**src/rtl/core/ssfw_pkg.sv**
```systemverilog
// Shared types and constants for the sample stream framer.
// Holds the control word layout used by the sequencer and the datapath.
`default_nettype none

package ssfw_pkg;

    localparam int StepW = 4;

    localparam logic [7:0]  SyncByte  = 8'hBB;
    localparam logic [15:0] FailSat   = 16'hFFFF;
    localparam logic [15:0] WarnReset = 16'd10;
    localparam logic [15:0] StopReset = 16'd50;

    // Register selects, compared against paddr[2]
    localparam logic RegWarn = 1'b0;
    localparam logic RegStop = 1'b1;

    typedef enum logic [1:0] {
        EV_NONE  = 2'd0,
        EV_WARN  = 2'd1,
        EV_STUCK = 2'd2,
        EV_NOCH  = 2'd3
    } t_ev;

    typedef enum logic [2:0] {
        SRC_ZERO,
        SRC_SYNC,
        SRC_MASK,
        SRC_LEN,
        SRC_HI,
        SRC_LO,
        SRC_SUM
    } t_src;

    typedef enum logic [2:0] {
        C_NONE,
        C_ALWAYS,
        C_NOIN,
        C_EMPTY,
        C_STOP,
        C_MORE
    } t_cond;

    typedef struct packed {
        logic             load;
        logic             upd;
        logic             emit;
        t_src             src;
        t_ev              ev;
        logic             ev_dyn;
        logic             last;
        t_cond            cond;
        logic [StepW-1:0] target;
    } t_ctrl;

    typedef struct packed {
        logic empty;
        logic stop;
        logic more;
        logic out_free;
    } t_stat;

endpackage

`default_nettype wire

```
**src/rtl/core/sample_stream_framer_with_fault_watch_top.sv**
```systemverilog
// Sample set framer with consecutive-failure watch: top level.
// Holds the register port; instantiates ssfw_seq and ssfw_dp, uses ssfw_pkg.
//
// Usage:
//   The slave channel takes one sample set per item. The master channel gives
//   one frame byte per item: sync, mask, length, high/low byte per set channel,
//   XOR checksum; tlast marks the final byte, tuser carries the fault event.
//   An empty mask or a reached stop threshold yields a single event item.
//   A set is taken only when the sequencer waits at its first step, so one
//   set is in work at a time. After accept the sequencer checks the mask,
//   then updates the failure counter, then emits the sync byte; later bytes
//   follow one per cycle while the receiver takes them, paced by the single
//   output register.
//   When the receiver stalls, the output register holds its byte and the
//   sequencer holds its step until the byte is taken.
//   Reset clears the failure counter, the warning flag and the output valid,
//   and loads the thresholds with 10 (warn) and 50 (stop).
//   Registers: warn threshold at 0x0, stop threshold at 0x4, 16 bits each.
`default_nettype none

module sample_stream_framer_with_fault_watch_top #(
    parameter int CHANNELS = 8
) (
    input  wire logic         i_clk,
    input  wire logic         i_rst_n,
    // tdata: channel_mask[7:0], sample_0..sample_7 (16 bits each, from bit 8),
    //        failed_reads[139:136], channels_read[143:140]
    input  wire logic         s_tvalid,
    output logic              s_tready,
    input  wire logic [143:0] s_tdata,
    output logic              m_tvalid,
    input  wire logic         m_tready,
    // tdata: frame_byte[7:0]
    output logic [7:0]        m_tdata,
    output logic              m_tlast,
    // tuser: fault_event[1:0]
    output logic [1:0]        m_tuser,
    input  wire logic         psel,
    input  wire logic         penable,
    input  wire logic         pwrite,
    input  wire logic [2:0]   paddr,
    input  wire logic [31:0]  pwdata,
    output logic [31:0]       prdata,
    output logic              pready
);

    logic [15:0] r_warn;
    logic [15:0] r_stop;

    ssfw_pkg::t_ctrl ctrl;
    ssfw_pkg::t_stat stat;
    logic            fire;
    logic            accept;

    assign pready = 1'b1;

    always_ff @(posedge i_clk) begin
        if (!i_rst_n) begin
            r_warn <= ssfw_pkg::WarnReset;
            r_stop <= ssfw_pkg::StopReset;
        end else if (psel && penable && pwrite && pready) begin
            if (paddr[2] == ssfw_pkg::RegWarn) begin
                r_warn <= pwdata[15:0];
            end else begin
                r_stop <= pwdata[15:0];
            end
        end
    end

    assign prdata = (paddr[2] == ssfw_pkg::RegStop) ? {16'h0000, r_stop}
                                                   : {16'h0000, r_warn};

    assign s_tready = ctrl.load;
    assign accept   = s_tvalid && s_tready;

    ssfw_seq u_seq (
        .i_clk      (i_clk),
        .i_rst_n    (i_rst_n),
        .i_in_valid (s_tvalid),
        .i_stat     (stat),
        .o_ctrl     (ctrl),
        .o_fire     (fire)
    );

    ssfw_dp #(
        .CHANNELS (CHANNELS)
    ) u_dp (
        .i_clk      (i_clk),
        .i_rst_n    (i_rst_n),
        .i_ctrl     (ctrl),
        .i_fire     (fire),
        .i_accept   (accept),
        .i_tdata    (s_tdata),
        .i_warn     (r_warn),
        .i_stop     (r_stop),
        .i_m_tready (m_tready),
        .o_stat     (stat),
        .o_m_tvalid (m_tvalid),
        .o_m_tdata  (m_tdata),
        .o_m_tlast  (m_tlast),
        .o_m_tuser  (m_tuser)
    );

    a_one_set: assert property (@(posedge i_clk) disable iff (!i_rst_n)
        accept |=> !s_tready)
        else $error("set taken while another is in work");

    a_noch_item: assert property (@(posedge i_clk) disable iff (!i_rst_n)
        (m_tvalid && (m_tuser == ssfw_pkg::EV_NOCH || m_tuser == ssfw_pkg::EV_STUCK))
        |-> (m_tlast && m_tdata == 8'h00))
        else $error("event item is not a lone zero byte");

    a_warn_sync: assert property (@(posedge i_clk) disable iff (!i_rst_n)
        (m_tvalid && m_tuser == ssfw_pkg::EV_WARN)
        |-> (m_tdata == ssfw_pkg::SyncByte && !m_tlast))
        else $error("warning not on sync byte");

endmodule

`default_nettype wire

```
**src/rtl/core/ssfw_seq.sv**
```systemverilog
// Microcode sequencer: step counter, control store and jump logic.
// Depends on ssfw_pkg for the control word and status types.
`default_nettype none

module ssfw_seq (
    input  wire logic           i_clk,
    input  wire logic           i_rst_n,
    input  wire logic           i_in_valid,
    input  wire ssfw_pkg::t_stat i_stat,
    output ssfw_pkg::t_ctrl     o_ctrl,
    output logic                o_fire
);

    typedef enum logic [ssfw_pkg::StepW-1:0] {
        ST_WAIT  = 4'd0,
        ST_CHECK = 4'd1,
        ST_FAIL  = 4'd2,
        ST_SYNC  = 4'd3,
        ST_MASK  = 4'd4,
        ST_LEN   = 4'd5,
        ST_HI    = 4'd6,
        ST_LO    = 4'd7,
        ST_SUM   = 4'd8,
        ST_NOCH  = 4'd9,
        ST_STOP  = 4'd10
    } t_step;

    function automatic ssfw_pkg::t_ctrl rom(input t_step s);
        ssfw_pkg::t_ctrl c;
        c = '{load: 1'b0, upd: 1'b0, emit: 1'b0, src: ssfw_pkg::SRC_ZERO,
              ev: ssfw_pkg::EV_NONE, ev_dyn: 1'b0, last: 1'b0,
              cond: ssfw_pkg::C_NONE, target: ST_WAIT};
        unique case (s)
            ST_WAIT: begin
                c.load   = 1'b1;
                c.cond   = ssfw_pkg::C_NOIN;
                c.target = ST_WAIT;
            end
            ST_CHECK: begin
                c.cond   = ssfw_pkg::C_EMPTY;
                c.target = ST_NOCH;
            end
            ST_FAIL: begin
                c.upd    = 1'b1;
                c.cond   = ssfw_pkg::C_STOP;
                c.target = ST_STOP;
            end
            ST_SYNC: begin
                c.emit   = 1'b1;
                c.src    = ssfw_pkg::SRC_SYNC;
                c.ev_dyn = 1'b1;
            end
            ST_MASK: begin
                c.emit = 1'b1;
                c.src  = ssfw_pkg::SRC_MASK;
            end
            ST_LEN: begin
                c.emit = 1'b1;
                c.src  = ssfw_pkg::SRC_LEN;
            end
            ST_HI: begin
                c.emit = 1'b1;
                c.src  = ssfw_pkg::SRC_HI;
            end
            ST_LO: begin
                c.emit   = 1'b1;
                c.src    = ssfw_pkg::SRC_LO;
                c.cond   = ssfw_pkg::C_MORE;
                c.target = ST_HI;
            end
            ST_SUM: begin
                c.emit   = 1'b1;
                c.src    = ssfw_pkg::SRC_SUM;
                c.last   = 1'b1;
                c.cond   = ssfw_pkg::C_ALWAYS;
                c.target = ST_WAIT;
            end
            ST_NOCH: begin
                c.emit   = 1'b1;
                c.ev     = ssfw_pkg::EV_NOCH;
                c.last   = 1'b1;
                c.cond   = ssfw_pkg::C_ALWAYS;
                c.target = ST_WAIT;
            end
            ST_STOP: begin
                c.emit   = 1'b1;
                c.ev     = ssfw_pkg::EV_STUCK;
                c.last   = 1'b1;
                c.cond   = ssfw_pkg::C_ALWAYS;
                c.target = ST_WAIT;
            end
            default: begin
                c.cond   = ssfw_pkg::C_ALWAYS;
                c.target = ST_WAIT;
            end
        endcase
        return c;
    endfunction

    t_step r_step;
    t_step n_step;
    logic  take;

    assign o_ctrl = rom(r_step);
    assign o_fire = !o_ctrl.emit || i_stat.out_free;

    always_comb begin
        unique case (o_ctrl.cond)
            ssfw_pkg::C_NONE:   take = 1'b0;
            ssfw_pkg::C_ALWAYS: take = 1'b1;
            ssfw_pkg::C_NOIN:   take = !i_in_valid;
            ssfw_pkg::C_EMPTY:  take = i_stat.empty;
            ssfw_pkg::C_STOP:   take = i_stat.stop;
            ssfw_pkg::C_MORE:   take = i_stat.more;
            default:            take = 1'b1;
        endcase
        if (take) begin
            n_step = t_step'(o_ctrl.target);
        end else begin
            n_step = t_step'(r_step + 4'd1);
        end
    end

    always_ff @(posedge i_clk) begin
        if (!i_rst_n) begin
            r_step <= ST_WAIT;
        end else if (o_fire) begin
            r_step <= n_step;
        end
    end

endmodule

`default_nettype wire

```
**src/rtl/core/ssfw_dp.sv**
```systemverilog
// Datapath: sample store, failure counter, checksum and output register.
// Driven by the control word from ssfw_seq; depends on ssfw_pkg.
`default_nettype none

module ssfw_dp #(
    parameter int CHANNELS = 8
) (
    input  wire logic            i_clk,
    input  wire logic            i_rst_n,
    input  wire ssfw_pkg::t_ctrl i_ctrl,
    input  wire logic            i_fire,
    input  wire logic            i_accept,
    input  wire logic [143:0]    i_tdata,
    input  wire logic [15:0]     i_warn,
    input  wire logic [15:0]     i_stop,
    input  wire logic            i_m_tready,
    output ssfw_pkg::t_stat      o_stat,
    output logic                 o_m_tvalid,
    output logic [7:0]           o_m_tdata,
    output logic                 o_m_tlast,
    output logic [1:0]           o_m_tuser
);

    localparam int         IdxW   = (CHANNELS > 1) ? $clog2(CHANNELS) : 1;
    localparam logic [7:0] ChMask = 8'((1 << CHANNELS) - 1);

    logic [15:0]         r_smp [CHANNELS];
    logic [7:0]          r_mask;
    logic [CHANNELS-1:0] r_rem;
    logic                r_fail;
    logic [7:0]          r_sum;
    logic [15:0]         r_cnt;
    logic                r_warned;
    logic                r_ev0;
    logic                r_out_valid;
    logic [7:0]          r_out_data;
    logic                r_out_last;
    logic [1:0]          r_out_user;

    logic [15:0]  n_cnt;
    logic         stop_hit;
    logic         warn_hit;
    logic [IdxW-1:0] idx;
    logic [3:0]   pop;
    logic [7:0]   len;
    logic [7:0]   byte_val;
    ssfw_pkg::t_ev ev_val;
    logic         out_fire;
    logic         out_free;

    always_comb begin
        idx = '0;
        for (int i = CHANNELS - 1; i >= 0; i--) begin
            if (r_rem[i]) begin
                idx = IdxW'(i);
            end
        end
        pop = '0;
        for (int i = 0; i < 8; i++) begin
            pop = pop + {3'b000, r_mask[i]};
        end
    end

    assign len = {3'b000, pop, 1'b0};

    always_comb begin
        if (!r_fail) begin
            n_cnt = '0;
        end else if (r_cnt == ssfw_pkg::FailSat) begin
            n_cnt = r_cnt;
        end else begin
            n_cnt = r_cnt + 16'd1;
        end
    end

    assign stop_hit = r_fail && (n_cnt >= i_stop);
    assign warn_hit = r_fail && !stop_hit && (n_cnt >= i_warn) && !r_warned;

    always_comb begin
        unique case (i_ctrl.src)
            ssfw_pkg::SRC_ZERO: byte_val = 8'h00;
            ssfw_pkg::SRC_SYNC: byte_val = ssfw_pkg::SyncByte;
            ssfw_pkg::SRC_MASK: byte_val = r_mask;
            ssfw_pkg::SRC_LEN:  byte_val = len;
            ssfw_pkg::SRC_HI:   byte_val = r_smp[idx][15:8];
            ssfw_pkg::SRC_LO:   byte_val = r_smp[idx][7:0];
            ssfw_pkg::SRC_SUM:  byte_val = r_sum;
            default:            byte_val = 8'h00;
        endcase
        if (i_ctrl.ev_dyn) begin
            ev_val = r_ev0 ? ssfw_pkg::EV_WARN : ssfw_pkg::EV_NONE;
        end else begin
            ev_val = i_ctrl.ev;
        end
    end

    assign out_free = !r_out_valid || i_m_tready;
    assign out_fire = i_fire && i_ctrl.emit;

    assign o_stat.empty    = (r_mask == 8'h00);
    assign o_stat.stop     = stop_hit;
    assign o_stat.more     = |(r_rem & (r_rem - 1'b1));
    assign o_stat.out_free = out_free;

    // Hold the sample set and walk its channels
    always_ff @(posedge i_clk) begin
        if (i_accept) begin
            r_mask <= i_tdata[7:0] & ChMask;
            r_rem  <= i_tdata[CHANNELS-1:0];
            r_fail <= (i_tdata[139:136] >= i_tdata[143:140]);
            r_sum  <= 8'h00;
            for (int i = 0; i < CHANNELS; i++) begin
                r_smp[i] <= i_tdata[8 + 16 * i +: 16];
            end
        end else if (out_fire) begin
            if (i_ctrl.src == ssfw_pkg::SRC_MASK || i_ctrl.src == ssfw_pkg::SRC_LEN
                || i_ctrl.src == ssfw_pkg::SRC_HI || i_ctrl.src == ssfw_pkg::SRC_LO) begin
                r_sum <= r_sum ^ byte_val;
            end
            if (i_ctrl.src == ssfw_pkg::SRC_LO) begin
                r_rem <= r_rem & (r_rem - 1'b1);
            end
        end
    end

    always_ff @(posedge i_clk) begin
        if (!i_rst_n) begin
            r_cnt    <= '0;
            r_warned <= 1'b0;
            r_ev0    <= 1'b0;
        end else if (i_fire && i_ctrl.upd) begin
            r_cnt <= n_cnt;
            r_ev0 <= warn_hit;
            if (!r_fail) begin
                r_warned <= 1'b0;
            end else if (warn_hit) begin
                r_warned <= 1'b1;
            end
        end
    end

    always_ff @(posedge i_clk) begin
        if (!i_rst_n) begin
            r_out_valid <= 1'b0;
        end else if (out_fire) begin
            r_out_valid <= 1'b1;
        end else if (i_m_tready) begin
            r_out_valid <= 1'b0;
        end
        if (out_fire) begin
            r_out_data <= byte_val;
            r_out_last <= i_ctrl.last;
            r_out_user <= ev_val;
        end
    end

    assign o_m_tvalid = r_out_valid;
    assign o_m_tdata  = r_out_data;
    assign o_m_tlast  = r_out_last;
    assign o_m_tuser  = r_out_user;

endmodule

`default_nettype wire
```
**config.mk**
```make
export PLATFORM = sky130hd
export DESIGN_NAME = sample_stream_framer_with_fault_watch_top
export DESIGN_NICKNAME = d
export VERILOG_FILES = /design/src/rtl/core/ssfw_pkg.sv /design/src/rtl/core/sample_stream_framer_with_fault_watch_top.sv /design/src/rtl/core/ssfw_seq.sv /design/src/rtl/core/ssfw_dp.sv
export SDC_FILE = /design/constraint.sdc
export NUM_CORES = 1
export LEC_CHECK = 0
export ABC_AREA = 1
export BUFFER_PORTS_ARGS = -buffer_cell sky130_fd_sc_hd__buf_2
export CAP_MARGIN = 25
export CORE_MARGIN = 3
export CORE_UTILIZATION = 62
export CTS_BUF_LIST = sky130_fd_sc_hd__clkbuf_4
export CTS_CLUSTER_DIAMETER = 50
export DETAILED_ROUTE_END_ITERATION = 8
export GPL_TIMING_DRIVEN = 0
export PLACE_DENSITY = 0.89
export SYNTH_ARGS = -nofsm -noshare
export SYNTH_HDL_FRONTEND = slang
export SYNTH_SLANG_ARGS = --single-unit
```
**constraint.sdc**
```tcl
create_clock -name i_clk -period 8 [get_ports i_clk]
set_input_delay 0.8 -clock i_clk [delete_from_list [all_inputs] [get_ports i_clk]]
set_output_delay 0.8 -clock i_clk [all_outputs]
set_load 0.02 [all_outputs]
```
Word-level counts from Yosys, hierarchy flattened
Memories as Yosys holds them, arrays and structs flattened.
Index checks and enable logic that the tools add are counted.

storage, ports and cells
  word-level logic and storage cells = 120
  output and inout bits = 46
  latch bits = 0
  memories kept = 1
  memory bits (read-only) = 0
  register bits = 91
  RAM bits = 128

memories
  name        depth  width  rd ports  clocked after memory_dff  wr ports  RTL line       source
  u_dp.r_smp  8      16     1         0                         8         ssfw_dp.sv:27  logic [15:0] r_smp [CHANNELS];

cells by class
  eq/ne operators = 22
  muxes and demuxes = 33
  reductions and logical operators = 34
  bitwise logic cells = 3
  add/subtract/negate cells = 10
  div/mod/pow operators = 0
  order comparisons = 3
  multipliers = 0
  shifts and indexed selects = 0

operator list
  operator                                           number
  2-to-1 mux 16 bit                                  3
  case mux 8 bit (6 select lines)                    1
  case mux 7 bit (5 select lines)                    1
  >= comparator 16 bit                               2
  adder 4 x 1 -> 4 bit                               6
  2-to-1 mux 3 bit                                   8
  2-to-1 mux 8 bit                                   3
  case mux 3 bit (6 select lines)                    1
  adder 16 x 1 -> 16 bit (second input constant)     1
  == test 16 bit (second input constant)             1
  == test 4 x 3 -> 1 bit (second input constant)     4
  OR reduction 8 bit                                 2
  == test 3 bit (second input constant)              5
  == test 3 x 2 -> 1 bit (second input constant)     4
  == test 4 bit (second input constant)              3
  2-to-1 mux 1 bit                                   12
  AND reduction 2 bit                                5
  logical AND 1 bit                                  9
  bitwise AND 8 bit                                  1
  == test 4 x 2 -> 1 bit (second input constant)     2
  logical NOT 8 bit                                  1
  subtractor 8 x 1 -> 8 bit (second input constant)  1
  bitwise XOR 8 bit                                  1
  nonzero test 2 bit                                 3
  other kinds (17)                                   25

Depth between registers and ports, before layout
  depth after elaboration = 11
  gate-level depth with buffers = 25
  mapped depth without buffers = 25

Modules after synthesis
From an unflattened synthesis, not the netlist that was laid out.

second synthesis, totals
  cell total of the unflattened synthesis = 1357
  area total of the unflattened synthesis = 11642.4 um^2

by module, submodules not included
  module                                     area each (um^2)  times used  cells each
  ssfw_dp                                    9327.7            1           977
  sample_stream_framer_with_fault_watch_top  1644.1            1           262
  ssfw_seq                                   670.6             1           118

Worst setup path after synthesis
OpenSTA, ideal clock, no wires.

  path kind = reg2reg
  start = register u_seq.r_step[0]
  end = register u_dp.r_rem[1], data pin
  arrival time = 5370 ps
  required time = 7545 ps
  setup slack = 2175 ps
  period minus slack after synthesis = 5825 ps
  stages on the path, launching flop included = 9
  setup time = 455 ps
  path through = dfxtp_1 inv_1 ha_1 inv_1 nor2_1 inv_2 nor2_2 clkbuf_1 o21ai_0

between the ends
  word-level cells in the longest chain between the ends = 4

RTL lines
  item                    RTL line                                         source
  start, declared         ssfw_seq.sv:100                                  t_step r_step;
  start signal, assigned  ssfw_seq.sv:128                                  r_step <= n_step;
  logical NOT 4 bit       ssfw_seq.sv:33                                   unique case (s)
  2-to-1 mux 1 bit        ssfw_seq.sv:33
  via s_tready            sample_stream_framer_with_fault_watch_top.sv:29  output logic s_tready,
  logical AND 1 bit       sample_stream_framer_with_fault_watch_top.sv:74  assign accept = s_tvalid && s_tready;
  via accept              sample_stream_framer_with_fault_watch_top.sv:53  logic accept;
  2-to-1 mux 8 bit        ssfw_dp.sv:107                                   if (i_accept) begin
  end signal, assigned    ssfw_dp.sv:109                                   r_rem <= i_tdata[CHANNELS-1:0];
  end signal, assigned    ssfw_dp.sv:121                                   r_rem <= r_rem & (r_rem - 1'b1);
  end, declared           ssfw_dp.sv:29                                    logic [CHANNELS-1:0] r_rem;

The timed path passes the listed nets, and every way through them passes these cells.
A chain may end at the register's enable or synchronous reset.

Final worst setup path
  start = register u_dp.r_cnt[0]
  end = register u_seq.r_step[0]

between the ends
  word-level cells in the longest chain between the ends = 7

RTL lines
  item                                                             RTL line                      source
  start, declared                                                  ssfw_dp.sv:32                 logic [15:0] r_cnt;
  start signal, assigned                                           ssfw_dp.sv:132                r_cnt <= n_cnt;
  adder 16 x 1 -> 16 bit / == test 16 bit (equally long branches)  ssfw_dp.sv:72, ssfw_dp.sv:69
  2-to-1 mux 16 bit (*)                                            ssfw_dp.sv:69                 end else if (r_cnt == ssfw_pkg::FailSat) begin
  2-to-1 mux 16 bit (*)                                            ssfw_dp.sv:67                 if (!r_fail) begin
  via u_dp.n_cnt[9]                                                ssfw_dp.sv:40                 logic [15:0] n_cnt;
  >= comparator 16 bit (*)                                         ssfw_dp.sv:76                 assign stop_hit = r_fail && (n_cnt >= i_stop);
  logical AND 1 bit (*)                                            ssfw_dp.sv:76
  case mux 1 bit (5 select lines) (*)                              ssfw_seq.sv:108               unique case (o_ctrl.cond)
  2-to-1 mux 4 bit (*)                                             ssfw_seq.sv:117               if (take) begin

The timed path passes the listed nets; every way through them passes the cells marked *.

==> results.tsv <==
metric	value	unit
cts_tree	done	
portBuffers	196	
grt_pass1_vias	9777	
drv_cap	0	
die_h	141	um
cts_resized	0	
grt_usage	29.7	%
antenna_found_initial	3	
place_ws	4430	ps
globalplace.congestion	0.891	
grt_pass1_wl	47.4	mm
layout_setup_ws	4380	ps
worst-setup-path-type	reg2reg	
placed_cell_area	12600	sq um
rsz0062_at_grt	no	
row_count	48	
synthTopCellsByArea	edfxtp_1, dfxtp_1, nand3_1, inv_1, nand2_1	
synth_most_common_cell	inv_1	
ant_nets	0	
cts_buffer_depth	3	
post_cts_buffers	0	
reg2reg_slack	4380	ps
hold_ws	297	ps
ys.flop_type	edfxtp_1	
hold_viol_final	0	
r2r_cells	22	
netlist.top_cell.by_area	edfxtp_1	
cp-end-kind	flip-flop	
fillers	1185	
die_area	19800	sq um
hold_buffers	0	
synthesis.instances	1246	
worstPathMaxFanout	9	
leakage	0.00614	uW
synth.avg_cell_area	9.04	sq um
min_path_cells	1	
tns	0	ps
ys_ff_latch	219	
syn_area	11300	sq um
htree_levels	2	
synthArstFlopShare	0	%
drt_iter0_drc	1074	
reg2reg_to	u_seq.r_step[0]	
fmax	276	MHz
peakVddDrop	0.284	mV
drive_gt1_share	23.7	%
overflow	0	
die_w	141	um
period_share	45.2	%
yosysTopAreaCellShare	41.6	%
powerDensity	318	nW/um^2
cp.arrival	4150	ps
drv_slew	0	
path_clk_slew	80	ps
drc	0	
critical_path_required	8530	ps
dr.pass1.iters	6	
io_pins	232	
hold_class	in2reg	
synth_common_cells	inv_1, nand2_1, nand3_1	
start_util	64.2	%
critPathLaunch	u_dp.r_cnt[0]	
cts_root_buf	clkbuf_4	
grt_max_degree	56	
yosysSeqAreaShare	52.8	%
finalInstanceArea	13300	sq um
vias_per_cell	5.63	
dp_hpwl	21.8	mm
numCtsBuffers	55	
avgRoutedWirePerCell	16.7	um
tightest_slew	783	ps
total_power	4240	uW
detailroute.via_count	10076	
synth_edf_count	156	
slew_headroom	47.8	%
skew	49.1	ps
setup_viol	0	
ys_types	50	
clock_sinks	219	
outcome	complete, no violations	
crit_end	u_seq.r_step[0]	
rr_startpoint	u_dp.r_cnt[0]	
wl	29.9	mm
core	17500	sq um
clk_latency	680	ps
layout.nets	1751	
period_minus_slack	3620	ps
critPathLaunchType	flip-flop	
syn_to_final_growth	18.5	%
yosysWarningCount	0	
==> per-stage QoR <==
stage                     instances  utilization, %
after detailed placement       1684            72.0
final                          1789            76.0
after floorplan                1261               -
after global placement         1682            71.7
after global routing           1789            76.0
after CTS                      1786            76.0
==> worst max-delay path, stage by stage (launching register included) <==
cell	delay, ps
dfxtp_1	390
ha_1	230
nand3_1	120
nor2_2	160
nand2_1	140
nor2_2	150
nand2_2	150
nand3_1	160
nor2_1	70
nand4_1	110
o21ai_0	90
nand3_1	100
inv_1	80
ha_1	300
nand2_1	60
nor4_1	280
inv_1	70
o211ai_1	310
nand2_1	140
nand2_2	140
o21ai_1	70
o21bai_1	120
inv_1	50
==> layout make-up <==
type / instances / area, sq um / area share [%]
flip-flops and latches: 219 / 5950 / 44.6
multi-input cells: 768 / 4220 / 31.7
repair buffers: 198 / 1030 / 7.71
inverters: 212 / 796 / 5.97
clock buffers: 82 / 616 / 4.62
plain buffers: 62 / 355 / 2.66
well taps: 225 / 282 / 2.11
clock inverters: 20 / 85.1 / 0.638
diodes: 3 / 7.51 / 0.0563
==> flip-flops by register name, summed over array words and instances, names as in the netlist <==
register and flops:
u_dp.r_smp 128, r_stop 16, r_warn 16, u_dp.r_cnt 16, u_dp.o_m_tdata 8, u_dp.r_mask 8, u_dp.r_rem 8, u_dp.r_sum 8
u_seq.r_step 4, u_dp.o_m_tuser 2, u_dp.o_m_tlast 1, u_dp.o_m_tvalid 1, u_dp.r_ev0 1, u_dp.r_fail 1, u_dp.r_warned 1
==> how the worst min path moves through the flow <==
stage             startpoint                end  slack [ps]
2_1_floorplan  u_dp.r_warned      u_dp.r_warned         430
3_3_place_gp   u_dp.r_warned      u_dp.r_warned         440
3_5_place_dp   u_dp.r_warned      u_dp.r_warned         450
4_1_cts          s_tdata[43]   u_dp.r_smp[2][3]         270
5_1_grt          s_tdata[32]   u_dp.r_smp[1][8]         260
6_report         s_tdata[23]  u_dp.r_smp[0][15]         300
==> power breakdown <==
| group | switching (uW) | internal, uW |
|---|---|---|
| registers | 113 | 1570 |
| clock network | 457 | 472 |
| logic | 1100 | 525 |
==> placed cells by master (no fill, tap or decap), types with 24 or more instances in the layout <==
| cell type | Yosys | routed |
|---|---|---|
| a21oi_1 | 84 | 84 |
| buf_2 | 11 | 207 |
| buf_4 | 24 | 24 |
| clkbuf_4 | 0 | 83 |
| dfxtp_1 | 63 | 63 |
| edfxtp_1 | 156 | 156 |
| ha_1 | 45 | 45 |
| inv_1 | 197 | 197 |
| nand2_1 | 188 | 188 |
| nand3_1 | 183 | 183 |
| nand3b_1 | 26 | 26 |
| nor2_1 | 48 | 48 |
| o21ai_0 | 83 | 83 |
==> cell families (layout without fill, tap and decap cells) <==
group / Yosys count / in the layout / synth area share (%)
other: 2 / 20 / 0.0667
flip-flops: 219 / 219 / 52.8
AND/OR/NAND/NOR: 499 / 499 / 21.2
adder cells (fa/ha/maj): 49 / 49 / 5.71
buffers and inverters: 274 / 574 / 10.2
XOR/XNOR: 4 / 4 / 0.311
AO/OA/AOI/OAI: 199 / 199 / 9.66
==> metal layers <==
| metal | up-vias | GRT usage [%] | wire [um] |
|---|---|---|---|
| met3 | 92 | 5.83 | 3180 |
| met5 | - | 0 | 0 |
| li1 | 4751 | - | - |
| met2 | 594 | 48.5 | 14200 |
| met4 | 0 | 12.1 | 992 |
| met1 | 4639 | 39.2 | 11500 |
No activity file was read; power rests on OpenSTA's default activity.
